--- src/sv/uart_rxop_pkg.sv ---
// ----------------------------------------------------------------------------
// UART receiver package
// Frame geometry, parity codes and shared types of the receiver.
// ----------------------------------------------------------------------------
`default_nettype none

package uart_rxop_pkg;

   // Frame geometry.
   localparam int TICKS_PER_BIT      = 3;
   localparam int DATA_BITS          = 8;
   localparam int FIRST_SAMPLE_TICKS = TICKS_PER_BIT + TICKS_PER_BIT / 2;

   // Derived widths.
   localparam int TICK_W = $clog2(FIRST_SAMPLE_TICKS + 1);
   localparam int BITS_W = $clog2(DATA_BITS + 2);
   localparam int SEL_W  = DATA_BITS + 1;
   localparam int BYTE_W = 8;
   localparam int MODE_W = 2;

   // Output buffer depth (a power of two).
   localparam int OUTBUF_DEPTH = 2;
   localparam int PTR_W        = $clog2(OUTBUF_DEPTH);
   localparam int CNT_W        = $clog2(OUTBUF_DEPTH + 1);

   // Parity mode codes; the unused code behaves as no parity.
   localparam logic [MODE_W-1:0] PARITY_NONE = 2'd0;
   localparam logic [MODE_W-1:0] PARITY_EVEN = 2'd1;
   localparam logic [MODE_W-1:0] PARITY_ODD  = 2'd2;

   typedef logic [BYTE_W-1:0] byte_type;

   // One finished frame leaving the frame engine.
   typedef struct packed {
      logic     valid;
      byte_type data;
   } result_type;

endpackage

`default_nettype wire

--- src/sv/uart_rxop_if.sv ---
// ----------------------------------------------------------------------------
// UART receiver channel interfaces
// Valid/ready channels for line samples in and received bytes out.
// ----------------------------------------------------------------------------
`default_nettype none

// Line sample channel: one item is one oversampling tick.
interface uart_rxop_req_if;
   logic valid;
   logic ready;
   logic line_level;

   modport source (output valid, output line_level, input ready);
   modport sink   (input valid, input line_level, output ready);
endinterface

// Received byte channel.
interface uart_rxop_rsp_if;
   logic                        valid;
   logic                        ready;
   uart_rxop_pkg::byte_type     received_byte;

   modport source (output valid, output received_byte, input ready);
   modport sink   (input valid, input received_byte, output ready);
endinterface

`default_nettype wire

--- src/sv/uart_rx_oversampled_parity_unit.sv ---
// ----------------------------------------------------------------------------
// UART receiver with oversampling and parity check
// Top level: sample register, frame engine and output buffer.
// ----------------------------------------------------------------------------
// Each item on req_if is one line sample taken at three ticks per bit, and
// one item is taken every clock cycle while req_if.ready is high. An item
// is held in the sample register, the frame engine then updates its
// counters and shift register, and a completed byte enters a two-entry
// output buffer, from which it is offered on rsp_if.
// The only stall comes from that buffer: req_if.ready drops while the
// queued bytes and the sample in flight would fill it. Frames with a bad
// parity are dropped without notice, a low stop sample makes the receiver
// wait one more bit period, and parity_mode is latched at each start bit.
`default_nettype none

module uart_rx_oversampled_parity_unit (
   input  wire logic                              clock,
   input  wire logic                              reset,
   uart_rxop_req_if.sink                          req_if,
   uart_rxop_rsp_if.source                        rsp_if,
   input  wire logic                              csr_write_enable,
   input  wire logic [uart_rxop_pkg::MODE_W-1:0]  csr_write_data
);

   localparam logic [uart_rxop_pkg::CNT_W:0] DEPTH_LIMIT =
      (uart_rxop_pkg::CNT_W + 1)'(uart_rxop_pkg::OUTBUF_DEPTH);

   logic [uart_rxop_pkg::MODE_W-1:0]   csr_parity_mode_ff;
   logic                               sample_valid_ff;
   logic                               sample_level_ff;
   logic [uart_rxop_pkg::CNT_W-1:0]    outbuf_count;
   logic [uart_rxop_pkg::CNT_W:0]      occupancy;
   uart_rxop_pkg::result_type          frame_result;

   // Take an item only when the buffer has room for every byte in flight.
   assign occupancy    = {1'b0, outbuf_count} +
                         (uart_rxop_pkg::CNT_W + 1)'(sample_valid_ff);
   assign req_if.ready = (occupancy < DEPTH_LIMIT);

   // Configuration register.
   always_ff @(posedge clock) begin
      if (reset) begin
         csr_parity_mode_ff <= uart_rxop_pkg::PARITY_NONE;
      end else if (csr_write_enable) begin
         csr_parity_mode_ff <= csr_write_data;
      end
   end

   // Sample register in front of the frame engine.
   always_ff @(posedge clock) begin
      if (reset) begin
         sample_valid_ff <= 1'b0;
      end else begin
         sample_valid_ff <= req_if.valid && req_if.ready;
      end
   end

   always_ff @(posedge clock) begin
      if (req_if.valid && req_if.ready) begin
         sample_level_ff <= req_if.line_level;
      end
   end

   uart_rxop_frame u_frame (
      .clock       (clock),
      .reset       (reset),
      .step_valid  (sample_valid_ff),
      .step_level  (sample_level_ff),
      .parity_mode (csr_parity_mode_ff),
      .result      (frame_result)
   );

   uart_rxop_outbuf u_outbuf (
      .clock (clock),
      .reset (reset),
      .push  (frame_result),
      .count (outbuf_count),
      .rsp   (rsp_if)
   );

endmodule

`default_nettype wire

--- src/sv/uart_rxop_frame.sv ---
// ----------------------------------------------------------------------------
// UART receiver frame engine
// Tracks start, data, parity and stop sampling, one line tick per valid cycle.
// ----------------------------------------------------------------------------
`default_nettype none

module uart_rxop_frame (
   input  wire logic                              clock,
   input  wire logic                              reset,
   input  wire logic                              step_valid,
   input  wire logic                              step_level,
   input  wire logic [uart_rxop_pkg::MODE_W-1:0]  parity_mode,
   output uart_rxop_pkg::result_type              result
);

   typedef enum logic [1:0] {
      PH_IDLE = 2'd0,
      PH_DATA = 2'd1,
      PH_STOP = 2'd2
   } phase_type;

   localparam logic [uart_rxop_pkg::TICK_W-1:0] TICK_ONE =
      uart_rxop_pkg::TICK_W'(1);
   localparam logic [uart_rxop_pkg::TICK_W-1:0] TICK_RELOAD =
      uart_rxop_pkg::TICK_W'(uart_rxop_pkg::TICKS_PER_BIT);
   localparam logic [uart_rxop_pkg::TICK_W-1:0] TICK_FIRST =
      uart_rxop_pkg::TICK_W'(uart_rxop_pkg::FIRST_SAMPLE_TICKS);
   localparam logic [uart_rxop_pkg::BITS_W-1:0] BITS_ONE =
      uart_rxop_pkg::BITS_W'(1);
   localparam logic [uart_rxop_pkg::BITS_W-1:0] BITS_DATA =
      uart_rxop_pkg::BITS_W'(uart_rxop_pkg::DATA_BITS);

   phase_type                                  phase_ff, phase_in;
   logic [uart_rxop_pkg::TICK_W-1:0]           tick_count_ff, tick_count_in;
   logic [uart_rxop_pkg::BITS_W-1:0]           bits_left_ff, bits_left_in;
   logic [uart_rxop_pkg::DATA_BITS-1:0]        shift_data_ff, shift_data_in;
   logic [uart_rxop_pkg::SEL_W-1:0]            bit_select_ff, bit_select_in;
   logic                                       parity_acc_ff, parity_acc_in;
   logic                                       par_check_ff, par_check_in;
   logic                                       sample_now;
   logic                                       check_on;

   // A sample is due when the tick counter is about to reach zero.
   assign sample_now = (tick_count_ff == TICK_ONE);
   assign check_on   = (parity_mode == uart_rxop_pkg::PARITY_EVEN) ||
                       (parity_mode == uart_rxop_pkg::PARITY_ODD);

   // Next state of the frame for the current line tick.
   always_comb begin
      phase_in      = phase_ff;
      tick_count_in = tick_count_ff;
      bits_left_in  = bits_left_ff;
      shift_data_in = shift_data_ff;
      bit_select_in = bit_select_ff;
      parity_acc_in = parity_acc_ff;
      par_check_in  = par_check_ff;
      result.valid  = 1'b0;
      result.data   = uart_rxop_pkg::BYTE_W'(shift_data_ff);
      if (step_valid) begin
         unique case (phase_ff)
            PH_DATA: begin
               tick_count_in = tick_count_ff - TICK_ONE;
               if (sample_now) begin
                  tick_count_in = TICK_RELOAD;
                  if (step_level) begin
                     shift_data_in =
                        shift_data_ff | bit_select_ff[uart_rxop_pkg::DATA_BITS-1:0];
                     parity_acc_in = ~parity_acc_ff;
                  end
                  bit_select_in = bit_select_ff << 1;
                  bits_left_in  = bits_left_ff - BITS_ONE;
                  if (bits_left_ff == BITS_ONE) begin
                     phase_in = PH_STOP;
                  end
               end
            end
            PH_STOP: begin
               tick_count_in = tick_count_ff - TICK_ONE;
               if (sample_now) begin
                  tick_count_in = TICK_RELOAD;
                  // A low stop level waits another bit period.
                  if (step_level) begin
                     phase_in     = PH_IDLE;
                     result.valid = !(par_check_ff && parity_acc_ff);
                  end
               end
            end
            default: begin
               phase_in = PH_IDLE;
               // A low level is the start bit; frame settings are latched here.
               if (!step_level) begin
                  par_check_in  = check_on;
                  tick_count_in = TICK_FIRST;
                  bits_left_in  = BITS_DATA + uart_rxop_pkg::BITS_W'(check_on);
                  shift_data_in = '0;
                  bit_select_in = uart_rxop_pkg::SEL_W'(1);
                  parity_acc_in = (parity_mode == uart_rxop_pkg::PARITY_ODD);
                  phase_in      = PH_DATA;
               end
            end
         endcase
      end
   end

   // Frame state registers.
   always_ff @(posedge clock) begin
      if (reset) begin
         phase_ff      <= PH_IDLE;
         tick_count_ff <= '0;
         bits_left_ff  <= '0;
         shift_data_ff <= '0;
         bit_select_ff <= '0;
         parity_acc_ff <= 1'b0;
         par_check_ff  <= 1'b0;
      end else begin
         phase_ff      <= phase_in;
         tick_count_ff <= tick_count_in;
         bits_left_ff  <= bits_left_in;
         shift_data_ff <= shift_data_in;
         bit_select_ff <= bit_select_in;
         parity_acc_ff <= parity_acc_in;
         par_check_ff  <= par_check_in;
      end
   end

endmodule

`default_nettype wire

--- src/sv/uart_rxop_outbuf.sv ---
// ----------------------------------------------------------------------------
// UART receiver output buffer
// Small queue of received bytes that drives the response channel.
// ----------------------------------------------------------------------------
`default_nettype none

module uart_rxop_outbuf (
   input  wire logic                              clock,
   input  wire logic                              reset,
   input  wire uart_rxop_pkg::result_type         push,
   output logic [uart_rxop_pkg::CNT_W-1:0]        count,
   uart_rxop_rsp_if.source                        rsp
);

   localparam logic [uart_rxop_pkg::PTR_W-1:0] PTR_LAST =
      uart_rxop_pkg::PTR_W'(uart_rxop_pkg::OUTBUF_DEPTH - 1);
   localparam logic [uart_rxop_pkg::PTR_W-1:0] PTR_ONE =
      uart_rxop_pkg::PTR_W'(1);
   localparam logic [uart_rxop_pkg::CNT_W-1:0] CNT_ONE =
      uart_rxop_pkg::CNT_W'(1);

   uart_rxop_pkg::byte_type              slot_ff [uart_rxop_pkg::OUTBUF_DEPTH];
   logic [uart_rxop_pkg::PTR_W-1:0]      wr_ptr_ff, wr_ptr_in;
   logic [uart_rxop_pkg::PTR_W-1:0]      rd_ptr_ff, rd_ptr_in;
   logic [uart_rxop_pkg::CNT_W-1:0]      count_ff, count_in;
   logic                                 pop;

   assign pop               = rsp.valid && rsp.ready;
   assign rsp.valid         = (count_ff != '0);
   assign rsp.received_byte = slot_ff[rd_ptr_ff];
   assign count             = count_ff;

   // Pointer and fill level update.
   always_comb begin
      wr_ptr_in = wr_ptr_ff;
      rd_ptr_in = rd_ptr_ff;
      count_in  = count_ff;
      if (push.valid) begin
         wr_ptr_in = (wr_ptr_ff == PTR_LAST) ? '0 : wr_ptr_ff + PTR_ONE;
      end
      if (pop) begin
         rd_ptr_in = (rd_ptr_ff == PTR_LAST) ? '0 : rd_ptr_ff + PTR_ONE;
      end
      if (push.valid && !pop) begin
         count_in = count_ff + CNT_ONE;
      end else if (pop && !push.valid) begin
         count_in = count_ff - CNT_ONE;
      end
   end

   // Control registers.
   always_ff @(posedge clock) begin
      if (reset) begin
         wr_ptr_ff <= '0;
         rd_ptr_ff <= '0;
         count_ff  <= '0;
      end else begin
         wr_ptr_ff <= wr_ptr_in;
         rd_ptr_ff <= rd_ptr_in;
         count_ff  <= count_in;
      end
   end

   // Byte storage; the top level never pushes into a full buffer.
   always_ff @(posedge clock) begin
      if (push.valid) begin
         slot_ff[wr_ptr_ff] <= push.data;
      end
   end

endmodule

`default_nettype wire

--- src/flat_wrapper.sv ---
// flat-port wrapper written by rule: the top's interface ports become plain ports
module uart_rx_oversampled_parity_unit_flat 
  (clock, reset, csr_write_enable, csr_write_data, req_if_valid, req_if_line_level, req_if_ready, rsp_if_valid, rsp_if_received_byte, rsp_if_ready);
  uart_rxop_req_if req_if_i ();
  uart_rxop_rsp_if rsp_if_i ();
  input  wire logic clock;
  input  wire logic reset;
  input  wire logic csr_write_enable;
  input  wire logic [uart_rxop_pkg::MODE_W-1:0] csr_write_data;
  input wire logic [$bits(req_if_i.valid)-1:0] req_if_valid;
  input wire logic [$bits(req_if_i.line_level)-1:0] req_if_line_level;
  output wire logic [$bits(req_if_i.ready)-1:0] req_if_ready;
  output wire logic [$bits(rsp_if_i.valid)-1:0] rsp_if_valid;
  output wire logic [$bits(rsp_if_i.received_byte)-1:0] rsp_if_received_byte;
  input wire logic [$bits(rsp_if_i.ready)-1:0] rsp_if_ready;
  assign req_if_i.valid = req_if_valid;
  assign req_if_i.line_level = req_if_line_level;
  assign req_if_ready = req_if_i.ready;
  assign rsp_if_valid = rsp_if_i.valid;
  assign rsp_if_received_byte = rsp_if_i.received_byte;
  assign rsp_if_i.ready = rsp_if_ready;
  uart_rx_oversampled_parity_unit u_core (.clock(clock), .reset(reset), .req_if(req_if_i), .rsp_if(rsp_if_i), .csr_write_enable(csr_write_enable), .csr_write_data(csr_write_data));
endmodule
--- config.mk ---
export PLATFORM = sky130hd
export DESIGN_NAME = uart_rx_oversampled_parity_unit_flat
export DESIGN_NICKNAME = d
export VERILOG_FILES = /design/src/sv/uart_rxop_pkg.sv /design/src/sv/uart_rxop_if.sv /design/src/sv/uart_rx_oversampled_parity_unit.sv /design/src/sv/uart_rxop_frame.sv /design/src/sv/uart_rxop_outbuf.sv /design/src/flat_wrapper.sv
export SDC_FILE = /design/constraint.sdc
export NUM_CORES = 1
export LEC_CHECK = 0
export BUFFER_PORTS_ARGS = -buffer_cell sky130_fd_sc_hd__buf_2
export CAP_MARGIN = 25
export CORE_MARGIN = 2
export CORE_UTILIZATION = 48
export CTS_BUF_LIST = sky130_fd_sc_hd__clkbuf_8
export DETAILED_ROUTE_END_ITERATION = 8
export GPL_TIMING_DRIVEN = 0
export PLACE_DENSITY_LB_ADDON = 0.15
export RECOVER_POWER = 25
export SYNTH_ARGS = -nofsm -noshare
export SYNTH_HDL_FRONTEND = slang
export SYNTH_SLANG_ARGS = --single-unit
--- constraint.sdc ---
create_clock -name clock -period 2.6 [get_ports clock]
set_input_delay 0.26 -clock clock [delete_from_list [all_inputs] [get_ports clock]]
set_output_delay 0.26 -clock clock [all_outputs]
set_load 0.005 [all_outputs]
* Word-level counts from Yosys, hierarchy flattened
Memory sizes are Yosys's and may differ from the RTL's. A register that Yosys moved wholly into a read port is not among the register bits.
Index checks and enable logic that the tools add are counted.
** Word-level totals
- Bits in registers :: 35
- RAM bits :: 16
- Output and inout port bits :: 10
- Word-level logic and storage cells :: 93
- Memories :: 1
** Memory list
- u_core.u_outbuf.slot_ff :: depth 2, width 8, read ports 1, clocked after memory_dff 1, write ports 1, line uart_rxop_outbuf.sv:22 : uart_rxop_pkg::byte_type slot_ff [uart_rxop_pkg::OUTBUF_DEPTH];
** Operators by class
- $add $sub $neg :: 8
- Order comparisons :: 1
- Equal/unequal tests :: 13
- Multiplexer cells :: 35
- Bitwise logic cells :: 5
- Reductions and logical operators :: 17
** Operator list (count)
- 2-to-1 mux 8 bit :: 5
- case mux 8 bit (2 select lines) :: 2
- 2-to-1 mux 1 bit :: 14
- 2-to-1 mux 2 bit :: 6
- inequality test 2 bit, second input constant :: 5
- AND reduction 5 bit :: 2
- 2-to-1 mux 3 bit :: 3
- 2-to-1 mux 4 bit :: 2
- bitwise OR 8 bit :: 1
- case mux 4 bit (2 select lines) :: 1
- logical AND 1 bit :: 5
- adder 4 x 1 -> 4 bit, first input constant :: 1
- == test 2 x 1 -> 1 bit, second input constant :: 2
- == test 2 bit, second input constant :: 2
- == test 4 x 1 -> 1 bit, second input constant :: 1
- inequality test 2 x 1 -> 1 bit, second input constant :: 2
- NOT 1 bit :: 4
- case mux 2 bit (2 select lines) :: 1
- AND reduction 4 bit :: 1
- nonzero test 2 bit :: 2
- subtractor 4 x 1 -> 4 bit, second input constant :: 1
- adder 2 x 1 -> 3 bit :: 1
- == test 3 x 1 -> 1 bit, second input constant :: 1
- zero test 1 bit :: 3
- other kinds (10) :: 11

* Depth between registers and ports, before layout
Gate-level depths: netlist of run 1.
- Depth in word-level cells :: 10
- Gate-level depth with buffers :: 10
- Gate-level depth less buffers :: 8

* By module
Synthesis of run 1 repeated with hierarchy kept, for this count alone.
** Second synthesis, totals
- Cells, all modules :: 206
- Area total of the unflattened synthesis :: 2203.4 um2
** By module, submodules not included
- uart_rxop_frame :: instances 1, cells an instance 149, area each 1282.5 um2, sequential area each 540.5 um2
- uart_rxop_outbuf :: instances 1, cells an instance 46, area each 778.2 um2, sequential area each 580.6 um2
- uart_rx_oversampled_parity_unit :: instances 1, cells an instance 11, area each 142.6 um2, sequential area each 90.1 um2

* Worst setup path before layout of run 1
OpenSTA, ideal clock, no wires.
- Path kind :: reg-to-reg
- From :: register u_core.u_frame.phase_ff[1]
- To :: register u_core.u_frame.parity_acc_ff
- Library setup time :: 88 ps
- Arrival time :: 1712 ps
- Slack :: 800 ps
- Cell stages (with the launch flop) :: 11
- Path buffers :: 2
- Cell sequence :: dfxtp_1 > inv_1 > ha_1 > buf_2 > inv_1 > ha_1 > inv_1 > a211oi_2 > buf_4 > a21oi_1 > a311oi_2
** Between the ends
- Cells in the longest elaborated chain, start to end :: 3
- Elaborated cells on any way between the ends :: 8
- Classes of those cells :: 5 x eq/ne; 1 x mux; 1 x bitwise; 1 x reduce/logical
** Ends and longest elaborated chain
- from (decl) :: line uart_rxop_frame.sv:33 : phase_type phase_ff, phase_in;
- from (signal assigned) :: line uart_rxop_frame.sv:116 : phase_ff <= phase_in;
- == test 2 x 1 -> 1 bit / == test 2 bit (equally long branches) :: line uart_rxop_frame.sv:60 : unique case (phase_ff)
- inequality test 2 x 1 -> 1 bit (no source line) (tied with other cells)
- AND reduction 5 bit (no source line)
- to (signal assigned) :: line uart_rxop_frame.sv:121 : parity_acc_ff <= parity_acc_in;
- to (decl) :: line uart_rxop_frame.sv:38 : logic parity_acc_ff, parity_acc_in;
Parallel ways exist; a longest one is shown, timed or not.
A chain may end at the register's enable or synchronous reset.

==> impl_metrics.tcl, run 1 <==
set metrics [dict create \
    drive_gt1_share_pct 18.9 \
    hold_viol 0 \
    first_pass_iters 4 \
    ios 18 \
    cts-root-buf "clkbuf_8" \
    synth_top_area_share_pct 32.0 \
    grt_start_max_net_pins 17 \
    syn_inst 204 \
    fin_worst_skew_ps 5.99 \
    fin_crit_sh_pct 80.3 \
    clk_pin_slew_ps 90 \
    syn_avg_cell_area_um2 10.7 \
    arrival_ps 2030 \
    vias 1481 \
    dpl_worst_slack_ps 467 \
    seqCellArea_um2 1210 \
    ys_seq_area_share_pct 55.3 \
    portBuffers 16 \
    cts_buffer_depth 2 \
    row_count 24 \
    status "finished, final reports clean" \
    slew_headroom_pct 54.9 \
    insertedDiodeCount 0 \
    grt.overflow.total 0 \
    cts_tree "built" \
    fill_cells 385 \
    whs_ps 126 \
    htree_levels 2 \
    switchingPower_w 0.000348 \
    layout_min_cycle_time_ps 2090 \
    hold_buffers 0 \
    combPwrFrac_pct 8.7 \
    drc_errors 0 \
    intPower_w 0.00109 \
    grt_pass1_wl_um 6710 \
    coreArea_um2 4380 \
    first_global_vias 1466 \
    dp_hpwl_um 2730 \
    critPathMaxFanout 8 \
    swShare_pct 24.2 \
    setup_viol 0 \
    insertion_delay_ps 300 \
    postLayoutCellArea_um2 2420 \
    finalNetCount 244 \
    start_kind "flip-flop" \
    slew_violations 0 \
    synthesis.nets 221 \
    power_frac_clock_pct 31.5 \
    tightest_slew_ps 675 \
    power.total_w 0.00144 \
    path_class "reg2reg" \
    min_path_type "in2reg" \
    required_ps 2540 \
    synth_top_area_cell "dfxtp_1" \
    postRouteAntennaNets 0 \
    seq_power_share_pct 59.8 \
    drtIter0Drc 70 \
    die_y_um 71.5 \
    path_cells "inv_1 -> ha_1 -> nand2b_4 -> a211oi_2 -> nor2b_1" \
    dpl-instance-area_um2 2330 \
    cts.sinks 52 \
    ctsResizeCount 0 \
    fin_ws_ps 512 \
    max_freq_ghz 0.479 \
    die-area_um2 5120 \
    viasPerCell 5.29 \
    synthDistinctLibCells 41 \
    irDropWorstVdd_mv 0.229 \
    yosys-top-cells-area "dfxtp_1, edfxtp_1, a21oi_1" \
    start_util_pct 49.9 \
    powerDensity_nw_per_um2 594 \
    yosysWarnings 0 \
    leakagePower_nw 0.857 \
    synth_area_um2 2190 \
    slowest_delay_ps 610 \
    finalWeightedCongestion 0.809 \
    routed_wl_um 3780 \
    grtUsageTotal_pct 16.7 \
    cp_slowest_cell "nor2b_1" \
    ys_seq_elements 52 \
    multi_input_area_um2 892 \
    area_growth_pct 10.7 \
    cts_made_buffers 5 \
    antenna_found_initial 0 \
    critPathCaptureType "flip-flop" \
    detail_route.wl_per_cell_um 13.5 \
    die_w_um 71.5 \
    final.setup.tns_ps 0 \
    drv_cap 0 \
    post_cts_buffers 0 \
    rsz0062_at_grt "no" \
]
area by class of cell:
class / count / area share [%]
Sequential cell: 52 / 50.0
Multi-Input combinational cell: 133 / 36.8
Timing Repair Buffer: 16 / 3.31
Clock buffer: 5 / 2.84
Tap cell: 52 / 2.69
Buffer: 10 / 2.12
Inverter: 9 / 1.39
Clock inverter: 3 / 0.826
power by group through the flow:
stage / sequential (W) / clock [W] / combinational, W
after global placement: 0.000877 / 0 / 0.000119
after global routing: 0.000863 / 0.000503 / 0.000141
after detailed placement: 0.000878 / 0 / 0.000125
after floorplan: 0.000875 / 0 / 0.0000951
final: 0.000860 / 0.000453 / 0.000125
after CTS: 0.000860 / 0.000468 / 0.000125
registers in the layout, summed over array words and instances (netlist names), named ones only:
register	count
u_core.u_frame.shift_data_ff	8
u_core.u_frame.par_check_ff	1
u_core.u_outbuf.slot_ff	16
u_core.u_outbuf.rd_ptr_ff	1
u_core.u_frame.parity_acc_ff	1
u_core.u_outbuf.wr_ptr_ff	1
u_core.sample_level_ff	1
u_core.u_outbuf.count	2
u_core.u_frame.phase_ff	2
u_core.u_frame.tick_count_ff	3
u_core.u_frame.bits_left_ff	4
u_core.sample_valid_ff	1
u_core.u_frame.bit_select_ff	8
u_core.csr_parity_mode_ff	2
through the flow:
step	std cells	util [%]
2_1_floorplan	204	-
3_3_place_gp	272	53.2
3_5_place_dp	272	53.2
4_1_cts	280	55.3
5_1_grt	280	55.3
6_report	280	55.3
critical path: cells and delay by family (launching register included):
family	cells	cell delay (ps)
DFF	1	310
AOI/OAI and AO/OA	1	370
and+or+nand+nor	2	730
adders and majority gates	1	230
buffers and inverters	1	90
cells by family after synthesis:
| group | after synthesis | synth area share (%) |
|---|---|---|
| and+or+nand+nor | 61 | 14.7 |
| DFF | 52 | 55.3 |
| AOI/OAI and AO/OA | 49 | 14.3 |
| buffers and inverters | 19 | 3.89 |
| muxes | 10 | 5.03 |
| adders and majority gates | 9 | 5.15 |
| xor gates and xnor gates | 4 | 1.60 |
layer usage:
| metal | track usage [%] | vias up | wire [µm] |
|---|---|---|---|
| li1 | - | 761 | - |
| met1 | 21.5 | 696 | 1810 |
| met2 | 27.3 | 22 | 1820 |
| met3 | 4.36 | 2 | 131 |
| met4 | 5.66 | 0 | 20 |
| met5 | 0 | - | 0 |
cells in the mapped netlist:
cell,n
o22ai_1,1
o21ai_0,3
a211o_1,1
a211oi_4,1
a211oi_2,2
or3_1,2
mux2i_1,2
or2_1,1
a31oi_1,1
nand4b_1,1
nor3_1,1
a311oi_1,2
or2_2,1
nor4_1,1
a311oi_2,1
a211oi_1,2
xnor2_1,1
o21ai_1,2
nor2_1,13
buf_1,1
buf_2,2
nand3_1,8
buf_4,3
o31ai_1,1
xor2_1,3
nand2b_1,1
ha_1,9
clkbuf_1,4
nand4_1,1
nor3b_1,1
nand2_1,14
nand2b_4,2
inv_1,9
mux2_2,8
a21oi_1,30
nor2b_1,12
dfxtp_1,35
edfxtp_1,17
a21boi_1,1
and2_1,2
a31o_1,1
path summary, 6_finish.rpt:
kind / startpoint / to / slack, ps / cells after the start
max: u_core.u_frame.tick_count_ff[1] / u_core.u_outbuf.slot_ff[0][3] / 510 / 5
min: req_if_line_level / u_core.sample_level_ff / 130 / 1
max reg2reg: u_core.u_frame.tick_count_ff[1] / u_core.u_outbuf.slot_ff[0][3] / 510 / 5
min reg2reg: u_core.u_frame.bit_select_ff[7] / u_core.u_frame.bit_select_ff[7] / 460 / 2
cell usage in the layout, fill, tap and decap left out, types with 3 or more instances in the layout:
master / instances
a21oi_1: 30
buf_2: 18
buf_4: 3
clkbuf_1: 5
clkbuf_8: 5
dfxtp_1: 35
edfxtp_1: 17
ha_1: 9
inv_1: 10
mux2_2: 8
nand2_1: 14
nand3_1: 8
nor2_1: 13
nor2b_1: 12
o21ai_0: 3
xor2_1: 3
Note: power is estimated with default switching activity, not from simulation.
==> inputs of run 2 (changes only) <==
==> constraint.sdc (replaced) <==
create_clock -name clock -period 1.93 [get_ports clock]
set_input_delay 0.193 -clock clock [delete_from_list [all_inputs] [get_ports clock]]
set_output_delay 0.193 -clock clock [all_outputs]
set_load 0.005 [all_outputs]
==> impl_metrics.tcl, run 2 (same netlist as run 1, synthesis figures left out) <==
set metrics [dict create \
    grt_start_max_net_pins 17 \
    fin_worst_skew_ps 7.43 \
    leakagePower_nw 0.904 \
    start_util_pct 49.9 \
    cts_made_buffers 5 \
    critPathTopFamily "adder cells" \
    start_kind "flip-flop" \
    vias 1547 \
    path_class "reg2reg" \
    drive_gt1_share_pct 26.8 \
    tightest_slew_ps 506 \
    top_register "u_core.u_outbuf.slot_ff" \
    wl_met3_um 183 \
    htree_levels 2 \
    cts-root-buf "clkbuf_8" \
    antenna_found_initial 0 \
    first_pass_iters 4 \
    worst-path-buf-inv 1 \
    first_global_vias 1497 \
    rr_worst_depth 7 \
    dr.max_layer_used "met4" \
    reg2reg_slack_ps 100 \
    rsz0062_at_grt "yes" \
    setup_viol 0 \
    r2r_start "u_core.u_frame.phase_ff[0]" \
    dp_hpwl_um 2730 \
    cts_buffer_depth 2 \
    finalNetCount 251 \
    detail_route.wl_per_cell_um 13.9 \
    fin_ws_ps 105 \
    die_y_um 71.5 \
    drc_errors 0 \
    min_path_type "in2reg" \
    r2r-end "u_core.u_outbuf.count[1]" \
    worst-path-stages 7 \
    max_freq_ghz 0.548 \
    layout.cells.non_filler 287 \
    final_common_cell "dfxtp_1" \
    critPathMaxFanout 4 \
    dpl_worst_slack_ps -203 \
    insertion_delay_ps 310 \
    die_w_um 71.5 \
    die-area_um2 5120 \
    clk_pin_slew_ps 100 \
    critPathCaptureType "flip-flop" \
    status "finished, final reports clean" \
    required_ps 2180 \
    drtIter0Drc 87 \
    layout_min_cycle_time_ps 1830 \
    slew_violations 0 \
    largest_reg_flops 16 \
    irDropWorstVdd_mv 0.322 \
    crit_path_start "u_core.u_frame.phase_ff[0]" \
    powerDensity_nw_per_um2 768 \
    crit_end "u_core.u_outbuf.count[1]" \
    wl_met1_um 1820 \
    area_growth_pct 17.2 \
    grtUsageTotal_pct 17.0 \
    cp_slowest_cell "or3_1" \
    whs_ps 51.6 \
    portBuffers 16 \
    arrival_ps 2070 \
    cts.sinks 52 \
    routed_wl_um 4000 \
    top_regs "u_core.u_outbuf.slot_ff (16), u_core.u_frame.bit_select_ff (8), u_core.u_frame.shift_data_ff (8)" \
    wl_met2_um 1950 \
    grt_pass1_wl_um 6810 \
    cts_tree "built" \
    viasPerCell 5.39 \
    fill_cells 376 \
    dp.cells 272 \
    layout_common_cells "dfxtp_1, a21oi_1, buf_2" \
    slowest_delay_ps 370 \
    grt.overflow.total 0 \
    postRouteAntennaNets 0 \
    fin_crit_sh_pct 94.6 \
    hold_buffers 0 \
    insertedDiodeCount 0 \
    hold_viol 0 \
    drv_cap 0 \
    ios 18 \
    row_count 24 \
    finalWeightedCongestion 0.809 \
    coreArea_um2 4380 \
    slew_headroom_pct 66.3 \
    path_cells "inv_1 -> ha_2 -> nand3_2 -> a211oi_4 -> ha_4 -> or3_1 -> a21oi_1" \
]
run 2: changes by cell type in the layout (fill, tap and decap cells not counted), moves of 2 or more:
cell and delta:
ha_1 -4, ha_4 +2, a21oi_2 +3, a21oi_1 -3, ha_2 +2, buf_6 +2
buf_4 +4
run 2: worst min path at each step:
stage                      start                endpoint  slack (ps)  cells past startpoint
5_1_grt        req_if_line_level  u_core.sample_level_ff          40                      1
3_3_place_gp   req_if_line_level  u_core.sample_level_ff         370                      1
2_1_floorplan  req_if_line_level  u_core.sample_level_ff         290                      0
3_5_place_dp   req_if_line_level  u_core.sample_level_ff         380                      1
6_report       req_if_line_level  u_core.sample_level_ff          50                      1
4_1_cts        req_if_line_level  u_core.sample_level_ff          40                      1
run 2: power breakdown:
part           internal [W]  switching, W
clock              0.000253      0.000363
combinational     0.0000890      0.000104
sequential          0.00114     0.0000173
total               0.00149      0.000484
run 2: per-stage QoR:
| stage | power (W) | util (%) | TNS (ps) | area (µm²) |
|---|---|---|---|---|
| floorplan | 0.00131 | - | 0 | 2190 |
| finish | 0.00197 | 58.5 | 0 | 2560 |
| CTS | 0.00196 | 56.0 | 0 | 2450 |
| detailed placement | 0.00135 | 53.2 | -2200 | 2330 |
| global placement | 0.00134 | 53.2 | -896 | 2330 |
| global route | 0.00206 | 58.5 | -0.300 | 2560 |
run 2: final cells by class:
| cell class | instances | area, µm² | area share, % |
|---|---|---|---|
| plain buffers | 10 | 61.3 | 2.39 |
| clock buffers | 5 | 68.8 | 2.68 |
| clock inverters | 3 | 20.0 | 0.780 |
| inverters | 9 | 36.3 | 1.41 |
| multi-input cells | 133 | 958 | 37.4 |
| flip-flops and latches | 52 | 1210 | 47.3 |
| well taps | 52 | 65.1 | 2.54 |
| repair buffers | 23 | 143 | 5.56 |
run 2: timing repair:
item,CTS,global route
pin swaps,1,4
cloned,0,1
resized for setup,5,15
setup buffers,2,4
setup endpoints to repair,23,32
run 2: per-layer routing:
metal	global-route usage (%)	vias up
met4	5.87	0
met2	28.5	34
met5	0	-
met1	21.1	734
li1	-	774
met3	4.64	5
run 2: worst reg2reg max path: stages, from the launching register on:
cell and delay (ps):
dfxtp_1 330, inv_1 80, ha_2 220, nand3_2 100
a211oi_4 290, ha_4 250, or3_1 370, a21oi_1 140
